## src/design/bircrl_pkg.sv

```systemverilog
`timescale 1ns / 1ps
// Shared constants and types for the binary image run-length projection block.
// Depends on nothing; every other file in design/ uses it.
package bircrl_pkg;

    localparam int MAX_WIDTH  = 256;
    localparam int MAX_HEIGHT = 256;

    localparam int COL_W  = $clog2(MAX_WIDTH);
    localparam int ROW_W  = $clog2(MAX_HEIGHT);
    localparam int WSIZE_W = COL_W + 1;
    localparam int HSIZE_W = ROW_W + 1;

    localparam int COLOR_W  = 8;
    localparam int SUM_W    = 10;
    localparam int THRESH_W = 10;
    localparam int DIM_W    = 9;
    localparam int COUNT_W  = 9;
    localparam int ORD_W    = 7;
    localparam int LINE_W   = 8;

    localparam logic [COUNT_W-1:0]  COUNT_MAX     = '1;
    localparam logic [THRESH_W-1:0] THRESH_RESET  = THRESH_W'(450);
    localparam logic [DIM_W-1:0]    WIDTH_RESET   = DIM_W'(256);
    localparam logic [DIM_W-1:0]    HEIGHT_RESET  = DIM_W'(256);

    localparam int CFG_IDX_W  = 2;
    localparam int CFG_DATA_W = 10;

    localparam int FIFO_DEPTH = 4;
    localparam int PTR_W      = $clog2(FIFO_DEPTH);
    localparam int FCNT_W     = PTR_W + 1;

    typedef enum logic [CFG_IDX_W-1:0] {
        CFG_THRESHOLD = 2'd0,
        CFG_WIDTH     = 2'd1,
        CFG_HEIGHT    = 2'd2
    } cfg_index_t;

    // open run of one line
    typedef struct packed {
        logic [ORD_W-1:0]   ord;
        logic [COUNT_W-1:0] cnt;
    } run_state_t;

    typedef struct packed {
        logic               is_column;
        logic [LINE_W-1:0]  line_index;
        logic [ORD_W-1:0]   run_index;
        logic [COUNT_W-1:0] run_length;
        logic               last;
    } result_t;

endpackage

```

## src/design/bircrl_if.sv

```systemverilog


interface bircrl_result_if;
    logic                           valid;
    logic                           ready;
    logic                           is_column;
    logic [bircrl_pkg::LINE_W-1:0]  line_index;
    logic [bircrl_pkg::ORD_W-1:0]   run_index;
    logic [bircrl_pkg::COUNT_W-1:0] run_length;
    logic                           last;

    modport source (output valid, is_column, line_index, run_index, run_length, last,
                    input ready);
    modport sink   (input valid, is_column, line_index, run_index, run_length, last,
                    output ready);
endinterface

```

## src/design/bircrl_out_fifo.sv

```systemverilog
`timescale 1ns / 1ps
// Result queue: takes up to two results per cycle, sends one beat per cycle while ready is high.
// Depends on bircrl_pkg and bircrl_result_if.
module bircrl_out_fifo (
    input  logic                   clk,
    input  logic                   rst_n,
    input  logic [1:0]             push_cnt,
    input  bircrl_pkg::result_t    push_a,
    input  bircrl_pkg::result_t    push_b,
    output logic                   room,
    bircrl_result_if.source        result
);
    import bircrl_pkg::*;

    result_t            mem_reg [FIFO_DEPTH];
    logic [PTR_W-1:0]   wr_ptr_reg;
    logic [PTR_W-1:0]   wr_ptr_next;
    logic [PTR_W-1:0]   rd_ptr_reg;
    logic [PTR_W-1:0]   rd_ptr_next;
    logic [FCNT_W-1:0]  count_reg;
    logic [FCNT_W-1:0]  count_next;
    logic               pop;
    result_t            head;

    assign pop  = result.valid && result.ready;
    assign room = count_reg <= FCNT_W'(FIFO_DEPTH - 2);

    assign wr_ptr_next = wr_ptr_reg + PTR_W'(push_cnt);
    assign rd_ptr_next = rd_ptr_reg + PTR_W'(pop);
    assign count_next  = count_reg + FCNT_W'(push_cnt) - FCNT_W'(pop);

    always_ff @(posedge clk)
    begin
        if (push_cnt != 2'd0)
            mem_reg[wr_ptr_reg] <= push_a;
        if (push_cnt == 2'd2)
            mem_reg[wr_ptr_reg + PTR_W'(1)] <= push_b;
    end

    always_ff @(posedge clk or negedge rst_n)
    begin
        if (!rst_n)
        begin
            wr_ptr_reg <= '0;
            rd_ptr_reg <= '0;
            count_reg  <= '0;
        end
        else
        begin
            wr_ptr_reg <= wr_ptr_next;
            rd_ptr_reg <= rd_ptr_next;
            count_reg  <= count_next;
        end
    end

    assign head              = mem_reg[rd_ptr_reg];
    assign result.valid      = count_reg != '0;
    assign result.is_column  = head.is_column;
    assign result.line_index = head.line_index;
    assign result.run_index  = head.run_index;
    assign result.run_length = head.run_length;
    assign result.last       = head.last;

    a_count_bound: assert property (@(posedge clk) disable iff (!rst_n)
        count_reg <= FCNT_W'(FIFO_DEPTH))
        else $error("result queue count out of range");

    a_push_fits: assert property (@(posedge clk) disable iff (!rst_n)
        push_cnt != 2'd0 |-> (count_reg + FCNT_W'(push_cnt)) <= FCNT_W'(FIFO_DEPTH))
        else $error("result queue overflow");

endmodule

```

## src/flat_wrapper.sv

```systemverilog
// flat-port wrapper written by rule: the top's interface ports become plain ports
module bircrl_out_fifo_flat import bircrl_pkg::*;
  (clk, rst_n, push_cnt, push_a, push_b, room, result_valid, result_is_column, result_line_index, result_run_index, result_run_length, result_last, result_ready);
  bircrl_result_if result_i ();
  input  logic clk;
  input  logic rst_n;
  input  logic [1:0] push_cnt;
  input  bircrl_pkg::result_t push_a;
  input  bircrl_pkg::result_t push_b;
  output logic room;
  output wire logic [$bits(result_i.valid)-1:0] result_valid;
  output wire logic [$bits(result_i.is_column)-1:0] result_is_column;
  output wire logic [$bits(result_i.line_index)-1:0] result_line_index;
  output wire logic [$bits(result_i.run_index)-1:0] result_run_index;
  output wire logic [$bits(result_i.run_length)-1:0] result_run_length;
  output wire logic [$bits(result_i.last)-1:0] result_last;
  input wire logic [$bits(result_i.ready)-1:0] result_ready;
  assign result_valid = result_i.valid;
  assign result_is_column = result_i.is_column;
  assign result_line_index = result_i.line_index;
  assign result_run_index = result_i.run_index;
  assign result_run_length = result_i.run_length;
  assign result_last = result_i.last;
  assign result_i.ready = result_ready;
  bircrl_out_fifo u_core (.clk(clk), .rst_n(rst_n), .push_cnt(push_cnt), .push_a(push_a), .push_b(push_b), .room(room), .result(result_i));
endmodule
```

## config.mk

```make
export PLATFORM = sky130hd
export DESIGN_NAME = bircrl_out_fifo_flat
export DESIGN_NICKNAME = d
export VERILOG_FILES = /design/src/design/bircrl_pkg.sv /design/src/design/bircrl_if.sv /design/src/design/bircrl_out_fifo.sv /design/src/flat_wrapper.sv
export SDC_FILE = /design/constraint.sdc
export NUM_CORES = 1
export LEC_CHECK = 0
export BUFFER_PORTS_ARGS = -buffer_cell sky130_fd_sc_hd__buf_2
export CAP_MARGIN = 20
export CELL_PAD_IN_SITES_DETAIL_PLACEMENT = 1
export CELL_PAD_IN_SITES_GLOBAL_PLACEMENT = 1
export CORE_ASPECT_RATIO = 0.5
export CORE_UTILIZATION = 45
export CTS_CLUSTER_DIAMETER = 30
export DETAILED_ROUTE_END_ITERATION = 12
export PLACE_DENSITY_LB_ADDON = 0.3
export SETUP_SLACK_MARGIN = 0.4
export SYNTH_ARGS = -nofsm -noshare
export SYNTH_HDL_FRONTEND = slang
export SYNTH_SLANG_ARGS = --single-unit
```

## constraint.sdc

```tcl
create_clock -name clk -period 3.6 [get_ports clk]
set_input_delay 0.36 -clock clk [delete_from_list [all_inputs] [get_ports clk]]
set_output_delay 0.36 -clock clk [all_outputs]
set_load 0.05 [all_outputs]
```

==> flow_metrics.env <==
export IMPL_status="finished clean"
export IMPL_num_vias=2960
export IMPL_p_clk_share_pct=17.3
export IMPL_maxCapViolCount=0
export IMPL_rows=28
export IMPL_fillers=1123
export IMPL_antenna_found_initial=0
export IMPL_final_max_slew_viol_count=0
export IMPL_path_class="register to primary output"
export IMPL_grt_total_usage_pct=19.89
export IMPL_hold_violations=0
export IMPL_cts_tree="done"
export IMPL_grt_max_degree=28
export IMPL_power_frac_seq_pct=38.1
export IMPL_drt_iter0_drc=122
export IMPL_finalSetupViolations=0
export IMPL_dieArea_mm2=0.01282
export IMPL_layout_common_cells="104 x edfxtp_1, 84 x buf_2, 83 x mux2_2"
export IMPL_globalplace_congestion=0.6977
export IMPL_largest_register_ffs=104
export IMPL_cts_max_level=3
export IMPL_fin_cells=549
export IMPL_finalSetupTns_ps=0
export IMPL_yosys_top_cells_area="edfxtp_1 56%, mux2_2 17%, mux4_2 11%, mux2_4 5.4%, dfrtp_1 3.2%"
export IMPL_critPathLaunchType="register"
export IMPL_async_reset_ff_share_pct=6.306
export IMPL_vias_per_cell=5.392
export IMPL_first_pass_iters=4
export IMPL_finalWirelength_um=12130
export IMPL_root_buffer="clkbuf_16"
export IMPL_area_growth_pct=16.26
export IMPL_yosysWarnings=0
export IMPL_core_mm2=0.01191
export IMPL_holdWs_ps=325.6
export IMPL_max_slew_margin_rel_pct=35.26
export IMPL_end_kind="primary output"
export IMPL_finalCriticalPeriod_ps=2441
export IMPL_cts_buffers=9
export IMPL_mostFrequentLayoutCell="edfxtp_1"
export IMPL_cts_sinks=111
export IMPL_route_detailed_wl_per_inst_um=22.10
export IMPL_ir_drop_v=0.0004462
export IMPL_ios=85
export IMPL_power_frac_comb_pct=44.6
export IMPL_drive_gt1_share_pct=63.28
export IMPL_ant_nets=0
export IMPL_netlist_instances=294
export IMPL_worstMarginPinSlew_ps=969.0
export IMPL_switchingPower_mw=2.280
export IMPL_clkLatencyLatePin_ps=340
export IMPL_portBuffers=84
export IMPL_utilization_pct=54.21
export IMPL_clk_pin_slew_ps=70
export IMPL_switching_share_pct=40.69
export IMPL_final_nets=440
export IMPL_place_inst=532
export IMPL_grt_setup_unrepaired="no"
export IMPL_ys_ff_latch=111
export IMPL_crit_fanout=11
export IMPL_fin_crit_sh_pct=67.82
export IMPL_p_per_area_mw_per_mm2=867.7
export IMPL_grt_pass1_wl_um=18670
export IMPL_worstPathRequired_ps=3240
export IMPL_die_y_um=80.56
export IMPL_fin_skew_ps=7.160
export IMPL_yosysSeqAreaShare_pct=59.38
export IMPL_synth_fp_nets=355
export IMPL_drc=0
export IMPL_initial_core_util_pct=46.63
export IMPL_synth_cell_types=32
export IMPL_grt_pass1_vias=3379
export IMPL_max_clock_freq_ghz=0.4096
export IMPL_gr_total_overflow=0
export IMPL_synthFlopType="edfxtp_1"
export IMPL_n_antenna_cell=0
export IMPL_hp_class="primary input to register"
export IMPL_r2r_setup_slack_ps=1300
export IMPL_synth_edf_count=104
export IMPL_die_w_um=159.1
export IMPL_yosysTopAreaCell="edfxtp_1"
export IMPL_critPathArrivalTime_ps=2080
export IMPL_clock_path_buffers=2
export IMPL_p_leak_nw=2.343
export IMPL_p_int_mw=3.323
export IMPL_netlist_area_mm2=0.005554
export IMPL_avgSynthCellArea_um2=18.89
export IMPL_synth_top_area_share_pct=56.23
export IMPL_hpwlAfterDp_um=7797
per-stage QoR:
step / power [mW] / setup WS [ps] / area (um2)
finish: 5.603 / 1159 / 6457
global route: 5.850 / 1033 / 6457
global placement: 4.611 / 1359 / 6165
CTS: 5.671 / 1101 / 6457
floorplan: 4.028 / 572.0 / 5554
detailed placement: 4.697 / 1312 / 6165
cell type report:
cell class,instances,area [um2],share of cell area (%)
sequential,111,3299,51.09
multi-input combinational,160,2160,33.44
timing repair buffer,94,498.0,7.712
clock buffer,12,236.5,3.662
tap,165,206.4,3.197
clock inverter,4,46.29,0.7169
inverter,3,11.26,0.1744
synth_stat cells, types with 2 or more instances:
cell type / count
buf_2: 9
buf_4: 5
buf_6: 3
dfrtp_1: 7
edfxtp_1: 104
ha_1: 3
inv_1: 3
mux2_2: 83
mux2_4: 20
mux4_2: 26
nand2b_1: 2
nor2_1: 3
o31ai_1: 2
xnor2_1: 6
path summary, 6_finish.rpt:
kind                                       from              endpoint  cells after the start
min in group asynchronous                 rst_n  u_core.rd_ptr_reg[1]                      2
min reg2reg                 u_core.count_reg[2]   u_core.count_reg[2]                      1
max in group asynchronous                 rst_n  u_core.rd_ptr_reg[0]                      2
max                        u_core.rd_ptr_reg[0]   result_run_index[2]                      3
min                                result_ready  u_core.rd_ptr_reg[0]                      3
max reg2reg                u_core.wr_ptr_reg[1]  u_core.mem_reg[3][5]                      2
power by group through the flow:
stage          combinational (mW)  clock [mW]  sequential [mW]
6_report                     2.50       0.969             2.13
5_1_grt                      2.64        1.03             2.18
4_1_cts                      2.54       0.991             2.14
3_5_place_dp                 2.53           0             2.17
3_3_place_gp                 2.48           0             2.13
2_1_floorplan                2.00           0             2.03
metal layers:
metal,wire [um],GRT usage (%)
met1,5386,24.42
met5,0,0
met2,6314,36.14
met3,308,3.771
met4,121,5.962
logic make-up (layout without fill, tap and decap cells):
logic type / after synthesis / after routing / synth area share (%)
multiplexers: 131 / 131 / 33.16
flip-flops: 111 / 111 / 59.38
buffers and inverters: 23 / 113 / 2.523
AND/OR/NAND/NOR: 12 / 12 / 2.028
AO/OA/AOI/OAI: 7 / 7 / 0.9235
XOR/XNOR: 6 / 6 / 0.9462
adder cells (fa/ha/maj): 4 / 4 / 1.036
worst max-delay path: stages (launching register included):
cell	delay (ps)
dfrtp_2	610
buf_4	340
mux4_2	560
buf_2	230
what timing repair did:
item / 4_1_cts / 5_1_grt
endpoints found under the setup margin: 0 / 0
setup buffers: 0 / 0
hold endpoints to repair: 7 / 0
resized for setup: 0 / 0
hold buffers: 1 / 0
No activity file was read; power rests on OpenSTA's default activity.
