--- src/design/bircrl_pkg.sv ---
`timescale 1ns / 1ps
// Shared constants and types for the binary image run-length projection block.
// Depends on nothing; every other file in design/ uses it.
package bircrl_pkg;

    localparam int MAX_WIDTH  = 256;
    localparam int MAX_HEIGHT = 256;

    localparam int COL_W  = $clog2(MAX_WIDTH);
    localparam int ROW_W  = $clog2(MAX_HEIGHT);
    localparam int WSIZE_W = COL_W + 1;
    localparam int HSIZE_W = ROW_W + 1;

    localparam int COLOR_W  = 8;
    localparam int SUM_W    = 10;
    localparam int THRESH_W = 10;
    localparam int DIM_W    = 9;
    localparam int COUNT_W  = 9;
    localparam int ORD_W    = 7;
    localparam int LINE_W   = 8;

    localparam logic [COUNT_W-1:0]  COUNT_MAX     = '1;
    localparam logic [THRESH_W-1:0] THRESH_RESET  = THRESH_W'(450);
    localparam logic [DIM_W-1:0]    WIDTH_RESET   = DIM_W'(256);
    localparam logic [DIM_W-1:0]    HEIGHT_RESET  = DIM_W'(256);

    localparam int CFG_IDX_W  = 2;
    localparam int CFG_DATA_W = 10;

    localparam int FIFO_DEPTH = 4;
    localparam int PTR_W      = $clog2(FIFO_DEPTH);
    localparam int FCNT_W     = PTR_W + 1;

    typedef enum logic [CFG_IDX_W-1:0] {
        CFG_THRESHOLD = 2'd0,
        CFG_WIDTH     = 2'd1,
        CFG_HEIGHT    = 2'd2
    } cfg_index_t;

    // open run of one line
    typedef struct packed {
        logic [ORD_W-1:0]   ord;
        logic [COUNT_W-1:0] cnt;
    } run_state_t;

    typedef struct packed {
        logic               is_column;
        logic [LINE_W-1:0]  line_index;
        logic [ORD_W-1:0]   run_index;
        logic [COUNT_W-1:0] run_length;
        logic               last;
    } result_t;

endpackage

--- src/design/bircrl_cell.sv ---
`timescale 1ns / 1ps
// One column cell of the rotating run-state ring.
// Depends on bircrl_pkg for run_state_t and widths.
module bircrl_cell (
    input  logic                          clk,
    input  logic                          rst_n,
    input  logic [bircrl_pkg::COL_W-1:0]  idx,
    input  logic [bircrl_pkg::WSIZE_W-1:0] ring_len,
    input  logic                          shift,
    input  bircrl_pkg::run_state_t        nbr,
    input  bircrl_pkg::run_state_t        fb,
    output bircrl_pkg::run_state_t        q
);
    import bircrl_pkg::*;

    run_state_t state_reg;
    run_state_t state_next;
    logic       active;
    logic       tail;

    assign active = {1'b0, idx} < ring_len;
    assign tail   = {1'b0, idx} == (ring_len - WSIZE_W'(1));

    // on a shift, the tail of the ring takes the fed-back head entry, the other active cells move one step
    always_comb
    begin
        if (!shift || !active)
            state_next = state_reg;
        else if (tail)
            state_next = fb;
        else
            state_next = nbr;
    end

    always_ff @(posedge clk or negedge rst_n)
    begin
        if (!rst_n)
            state_reg <= '0;
        else
            state_reg <= state_next;
    end

    assign q = state_reg;

endmodule

--- config.mk ---
export PLATFORM = sky130hd
export DESIGN_NAME = bircrl_cell
export DESIGN_NICKNAME = d
export VERILOG_FILES = /design/src/design/bircrl_pkg.sv /design/src/design/bircrl_cell.sv
export SDC_FILE = /design/constraint.sdc
export NUM_CORES = 1
export LEC_CHECK = 0
export ABC_AREA = 1
export BUFFER_PORTS_ARGS = -buffer_cell sky130_fd_sc_hd__buf_4
export CAP_MARGIN = 40
export CORE_ASPECT_RATIO = 0.9
export CORE_UTILIZATION = 47
export CTS_CLUSTER_DIAMETER = 120
export DETAILED_ROUTE_END_ITERATION = 10
export PLACE_DENSITY = 0.86
export SETUP_SLACK_MARGIN = 0.15
export SYNTH_ARGS = -nofsm -noshare
export SYNTH_HDL_FRONTEND = slang
export SYNTH_SLANG_ARGS = --single-unit
--- constraint.sdc ---
create_clock -name clk -period 0.8 [get_ports clk]
set_input_delay 0.04 -clock clk [delete_from_list [all_inputs] [get_ports clk]]
set_output_delay 0.04 -clock clk [all_outputs]
set_load 0.02 [all_outputs]
==> impl_metrics.csv, run 1 <==
group,metric,value,unit
worst_hold_path,hold_class,"primary input to register",
timing,hold_violations,0,
finish,final_common_cell,"buf_4",
drt,ant_nets,0,
finish,final_cell_mix,"buf_4 (78), nand2_1 (72), inv_1 (40), buf_6 (20)",
timing,slew_viol_final,0,
power,p_int,2.02,mW
synthesis,ys_types,26,
timing,setup_slack,-0.498,ns
global_routing,track_usage,30.0,%
power,p_clk_share,17.8,%
power,power_switching,1.19,mW
drt,via_per_inst,5.35,
timing,fin_crit,1.30,ns
synthesis,ys_warn_count,0,
power,leakage,1.47,nW
floorplanning,dieArea,3440,sq um
placement,io_buffers,67,
synthesis,syn_avg_cell_area,6.38,sq um
floorplanning,core_area,3040,sq um
setup_path,slowest_stage,"ha_4",
timing,worst_slew_pin_slew,0.257,ns
clocking,cts_buffer_depth,2,
setup_path,path_depth,14,
clocking,clk_pin_slew,0.10,ns
drt,wl,5.55,mm
timing,clock_skew,0,ns
global_routing,antenna_found_initial,0,
clocking,cts_root_buffer,"clkbuf_4",
clocking,numCtsBuffers,3,
status,status,"finished, violations left",
clocking,cts.sinks,16,
timing,relSlewSlack,82.8,%
setup_path,critPathMaxFanout,8,
setup_path,crit_required,1.04,ns
clocking,h-tree-depth,1,
power,combPwrFrac,50.3,%
finish,drive_above_1_share,42.9,%
global_routing,overflow,0,
timing,setup_viol,32,
setup_path,worstPathCellList,"buf_12 -> inv_12 -> ha_4 -> nand2_2 -> nand2_1 -> nor2_1 -> nand2_1 -> nor2_2 -> nand2_2 -> nor2_8 -> nand3_4 -> nand2_1 -> nand3_1 -> nand2_1",
setup_path,critical_path.max_stage_delay,0.19,ns
drt,vias,2032,
synthesis,seq_area_frac_synth,26.6,%
status,violations,"negative setup slack",
finish,final_nets,400,
drt,drtPass1Iterations,6,
placement,pre_cts_ws,-0.832,ns
floorplanning,row_count,19,
power,pwr-share-seq,31.9,%
placement,gp_congestion,0.803,
finish,largest_reg_flops,16,
power,power.density,1250,nW/um^2
setup_path,worst_setup_path_end_kind,"register",
run,drv_cap,0,
drt,drtIter0Drc,224,
setup_path,crit_top_cell,"nand2_1",
placement,dp_hpwl,3.42,mm
drt,drc_errors,0,
synthesis,syn_nets,297,
timing,fmax,771,MHz
floorplanning,die_h,55.7,um
setup_path,path_buf_inv,2,
power,swShare,36.9,%
synthesis,ys_seq_elements,16,
timing,finalCritPeriodShare,162,%
finish,areaGrowthSynthToFinish,70.0,%
setup_path,cp.arrival,1.54,ns
global_routing,grt_max_degree,17,
finish,diodes,0,
clocking,worstSkewPairLatency,0.30,ns
worst_hold_path,hold_depth,5,
global_routing,grt_pass1_wl,7.85,mm
drt,routedWlPerCell,14.6,um
setup_path,worstSetupPathType,"primary input to register",
setup_path,reg2reg_depth,3,
floorplanning,ios,68,
synthesis,netlist_instances,236,
floorplanning,chipWidth,61.7,um
clocking,cts_tree,"built",
setup_path,cp_top_family,"simple AND/OR/NAND/NOR gates",
synthesis,synth.cell_area,1510,sq um
floorplanning,initial_core_util,49.5,%
timing,whs,0.0321,ns
power,ir_drop,0.939,mV
setup_path,start_kind,"primary input",
timing,rsz0062_at_grt,"yes",
global_routing,grt_pass1_vias,1808,
stage by stage:
| step | cell area, sq um | utilization (%) | power, mW | setup TNS (ns) | cells |
|---|---|---|---|---|---|
| finish | 2560 | 84.2 | 3.21 | -7.96 | 380 |
| global route | 2560 | 84.2 | 3.38 | -10.0 | 380 |
| CTS | 2460 | 80.8 | 3.03 | -6.79 | 373 |
| detailed placement | 2230 | 73.4 | 2.28 | -12.62 | 360 |
| global placement | 2230 | 73.4 | 2.25 | -11.82 | 360 |
| floorplan | 1550 | - | 1.63 | -8.06 | 236 |
power by group through the flow:
stage | Sequential, mW | Clock, mW | Combinational, mW
finish | 1.03 | 0.572 | 1.61
floorplan | 1.16 | 0 | 0.473
CTS | 1.02 | 0.554 | 1.45
detailed placement | 1.01 | 0 | 1.27
global route | 1.04 | 0.603 | 1.74
global placement | 1.01 | 0 | 1.24
layer usage:
metal / vias up / track usage [%] / share of wire, % / wire length [um]
met4: 0 / 8.25 / 2.9 / 159
li1: 943 / - / - / -
met3: 25 / 5.35 / 8.8 / 488
met2: 153 / 48.7 / 51 / 2830
met1: 911 / 40.4 / 37 / 2080
met5: - / 0 / 0 / 0
cell type report:
| cell class | count | area, sq um |
|---|---|---|
| Clock buffer | 4 | 36.3 |
| Inverter | 51 | 214 |
| Sequential cell | 16 | 400 |
| Tap cell | 42 | 52.6 |
| Multi-Input combinational cell | 164 | 962 |
| Timing Repair Buffer | 103 | 896 |
| Fill cell | 192 | 482 |
worst reg2reg max path: stages, from the launching register on:
cell and delay, ns:
dfrtp_1 0.41, buf_4 0.14, nand2_1 0.09, nand2_1 0.09
cell families (layout without fill, tap and decap cells):
logic type	count (synthesis)	after routing	share of synthesized area (%)
XOR/XNOR	4	4	2.33
AND/OR/NAND/NOR	141	142	45.4
buffers and inverters	57	158	15.2
adder cells (fa/ha/maj)	9	9	7.48
AO/OA/AOI/OAI	9	9	2.99
flip-flops	16	16	26.6
cell usage after synthesis:
cell type,number,area (sq um)
nand2_2,5,31.3
nor2_4,1,11.3
xnor2_1,3,26.3
and3_1,1,6.26
nand4_2,1,12.5
dfrtp_1,16,400
nand3_1,19,95.1
nor3_1,2,10.0
nand4_1,16,100
o21ai_1,1,5.00
xor2_1,1,8.76
nor2_1,9,33.8
o21ai_0,3,15.0
ha_1,9,113
nand2_1,79,297
inv_2,6,22.5
clkbuf_1,1,3.75
buf_6,1,11.3
nand3b_1,1,7.51
buf_4,1,7.51
nand3_4,2,35.0
a21oi_1,5,25.0
inv_1,45,169
nor2_8,1,20.0
nor2_2,4,25.0
buf_2,3,15.0
what timing repair did:
action                                 CTS  global route
gates cloned                             2             0
gates resized for setup                 32            12
buffers inserted                         6             7
hold buffers                             1             0
pin swaps                               42             5
endpoints found under the hold margin   16             0
setup endpoints to repair               32            32
worst paths after layout:
path,from,endpoint,slack (ns)
setup / recovery,ring_len[1],q[2],-0.50
hold / removal,nbr[10],q[10],0.03
setup reg to reg,q[2],q[2],-0.04
hold reg to reg,q[0],q[0],0.51
max in group asynchronous,rst_n,q[7],0.49
min in group asynchronous,rst_n,q[2],0.12
No activity file was read; power rests on OpenSTA's default activity.
==> inputs of run 2 (changes only) <==
--- a/config.mk
+++ b/config.mk
@@ -9,10 +9,10 @@
 export BUFFER_PORTS_ARGS = -buffer_cell sky130_fd_sc_hd__buf_4
 export CAP_MARGIN = 40
 export CORE_ASPECT_RATIO = 0.9
-export CORE_UTILIZATION = 47
+export CORE_UTILIZATION = 50
 export CTS_CLUSTER_DIAMETER = 120
 export DETAILED_ROUTE_END_ITERATION = 10
-export PLACE_DENSITY = 0.86
+export PLACE_DENSITY = 0.9
 export SETUP_SLACK_MARGIN = 0.15
 export SYNTH_ARGS = -nofsm -noshare
 export SYNTH_HDL_FRONTEND = slang
==> constraint.sdc (replaced) <==
create_clock -name clk -period 1.5 [get_ports clk]
set_input_delay 0.075 -clock clk [delete_from_list [all_inputs] [get_ports clk]]
set_output_delay 0.075 -clock clk [all_outputs]
set_load 0.02 [all_outputs]
==> run 2 against run 1 <==
- the run now ends clean
- setup slack gained 0.68 ns
- power shrank 53%
- die area shrank 5.8%
- sequential power shrank 48%
- wire length shrank 14%
- clock power shrank 49%
- critical path type unchanged
- largest cell class unchanged
- largest power group unchanged
==> impl_metrics.csv, run 2 (synthesized netlist as in run 1, its figures left out) <==
group,metric,value,unit
finish,diodes,0,
clocking,cts_tree,"built",
drt,ant_nets,0,
floorplanning,core_area,2790,sq um
finish,drive_above_1_share,37.0,%
run,drv_cap,0,
clocking,clk_pin_slew,0.10,ns
timing,tns,0,ns
floorplanning,dieArea,3240,sq um
placement,gp_congestion,0.906,
floorplanning,ios,68,
drt,routedWlPerCell,13.5,um
timing,hold_violations,0,
clocking,h-tree-depth,1,
setup_path,worstSetupPathType,"primary input to register",
setup_path,cp.arrival,1.50,ns
timing,relSlewSlack,80.0,%
setup_path,start_kind,"primary input",
clocking,cts_buffer_depth,2,
finish,largest_reg_flops,16,
timing,worst_slew_pin_slew,0.298,ns
finish,post-route-util,81.8,%
drt,drc_errors,0,
setup_path,worst_setup_path_end_kind,"register",
clocking,cts.sinks,16,
setup_path,critPathMaxFanout,6,
global_routing,grt_pass1_wl,6.71,mm
global_routing,grt_pass1_vias,1539,
clocking,numCtsBuffers,3,
finish,final_nets,378,
drt,drtPass1Iterations,4,
setup_path,crit_required,1.69,ns
power,ir_drop,0.401,mV
global_routing,track_usage,27.8,%
placement,postPlaceCellArea,2150,sq um
timing,clock_skew,0,ns
drt,wl,4.80,mm
timing,slew_viol_final,0,
power,leakage,1.34,nW
timing,finalCritPeriodShare,87.7,%
clocking,cts_root_buffer,"clkbuf_4",
power,power.density,664,nW/um^2
timing,fmax,760,MHz
finish,areaGrowthSynthToFinish,51.6,%
finish,fillers,191,
global_routing,antenna_found_initial,0,
global_routing,grt_max_degree,17,
drt,via_per_inst,5.17,
global_routing,overflow,0,
floorplanning,initial_core_util,53.9,%
floorplanning,chipWidth,59.9,um
timing,rsz0062_at_grt,"no",
worst_hold_path,hold_class,"primary input to register",
floorplanning,row_count,18,
drt,drtIter0Drc,116,
placement,io_buffers,67,
floorplanning,die_h,54.1,um
finish,final_cell_mix,"buf_4 (75), nand2_1 (73), inv_1 (41), nand3_1 (19)",
placement,dp_hpwl,3.40,mm
timing,fin_crit,1.32,ns
timing,setup_viol,0,
finish,stdcell_area,2280,sq um
drt,vias,1841,
clocking,worstSkewPairLatency,0.29,ns
status,status,"finished, final reports clean",
finish,final_common_cell,"buf_4",
==> run 2: cell types whose count changed in the layout (fill, tap and decap cells not counted), sizes merged <==
cell / change
buf: -22
==> run 2: path summary, 6_finish.rpt <==
check	start	end	slack [ns]	depth (start not counted)
max reg2reg	q[4]	q[4]	0.87	2
min reg2reg	q[1]	q[1]	0.49	2
min in group asynchronous	rst_n	q[10]	0.17	2
max	ring_len[0]	q[8]	0.18	13
max in group asynchronous	rst_n	q[12]	1.14	2
min	nbr[9]	q[9]	0.08	5
==> run 2: worst max-delay path: stages <==
cell,delay (ns)
buf_12,0.11
inv_6,0.06
ha_4,0.15
nand2_4,0.06
nor2_4,0.14
nand2_2,0.07
nand2_2,0.11
nand3_4,0.11
nor2_8,0.20
buf_6,0.14
nand4_1,0.09
nand3_1,0.10
nand2_1,0.06
==> run 2: area by class of cell <==
cell class	count	area [sq um]	share of cell area [%]
repair buffers	81	638	27.9
clock buffers	4	36.3	1.59
flip-flops and latches	16	400	17.5
well taps	40	50.0	2.19
inverters	51	209	9.15
multi-input cells	164	950	41.6
==> run 2: where the power goes <==
part / switching (mW) / internal, mW / leakage (nW) / total (mW)
sequential: 0.0376 / 0.496 / 0.196 / 0.533
combinational: 0.382 / 0.311 / 1.12 / 0.693
clock: 0.143 / 0.148 / 0.0210 / 0.290
==> run 2: metal layers <==
metal | wire length, um | vias up | track usage (%)
li1 | - | 899 | -
met1 | 1940 | 845 | 36.1
met2 | 2380 | 84 | 49.3
met3 | 348 | 13 | 4.57
met4 | 129 | 0 | 4.26
met5 | 0 | - | 0
==> run 2: what timing repair did <==
item | 4_1_cts | 5_1_grt
pin swaps | 0 | 18
buffers inserted | 0 | 1
gates cloned | 1 | 0
endpoints found under the setup margin | 2 | 16
hold buffers | 1 | 0
hold endpoints to repair | 16 | 0
resized for setup | 0 | 18
==> run 2: per-stage QoR <==
stage	hold slack (ns)	worst slack, ns	cells	power (mW)
3_5_place_dp	-0.0562	-0.149	349	1.19
4_1_cts	0.0766	0.149	355	1.48
3_3_place_gp	-0.0573	-0.0464	349	1.17
5_1_grt	0.0862	0.0838	356	1.61
6_report	0.0795	0.185	356	1.52
2_1_floorplan	-0.221	0.111	236	0.871
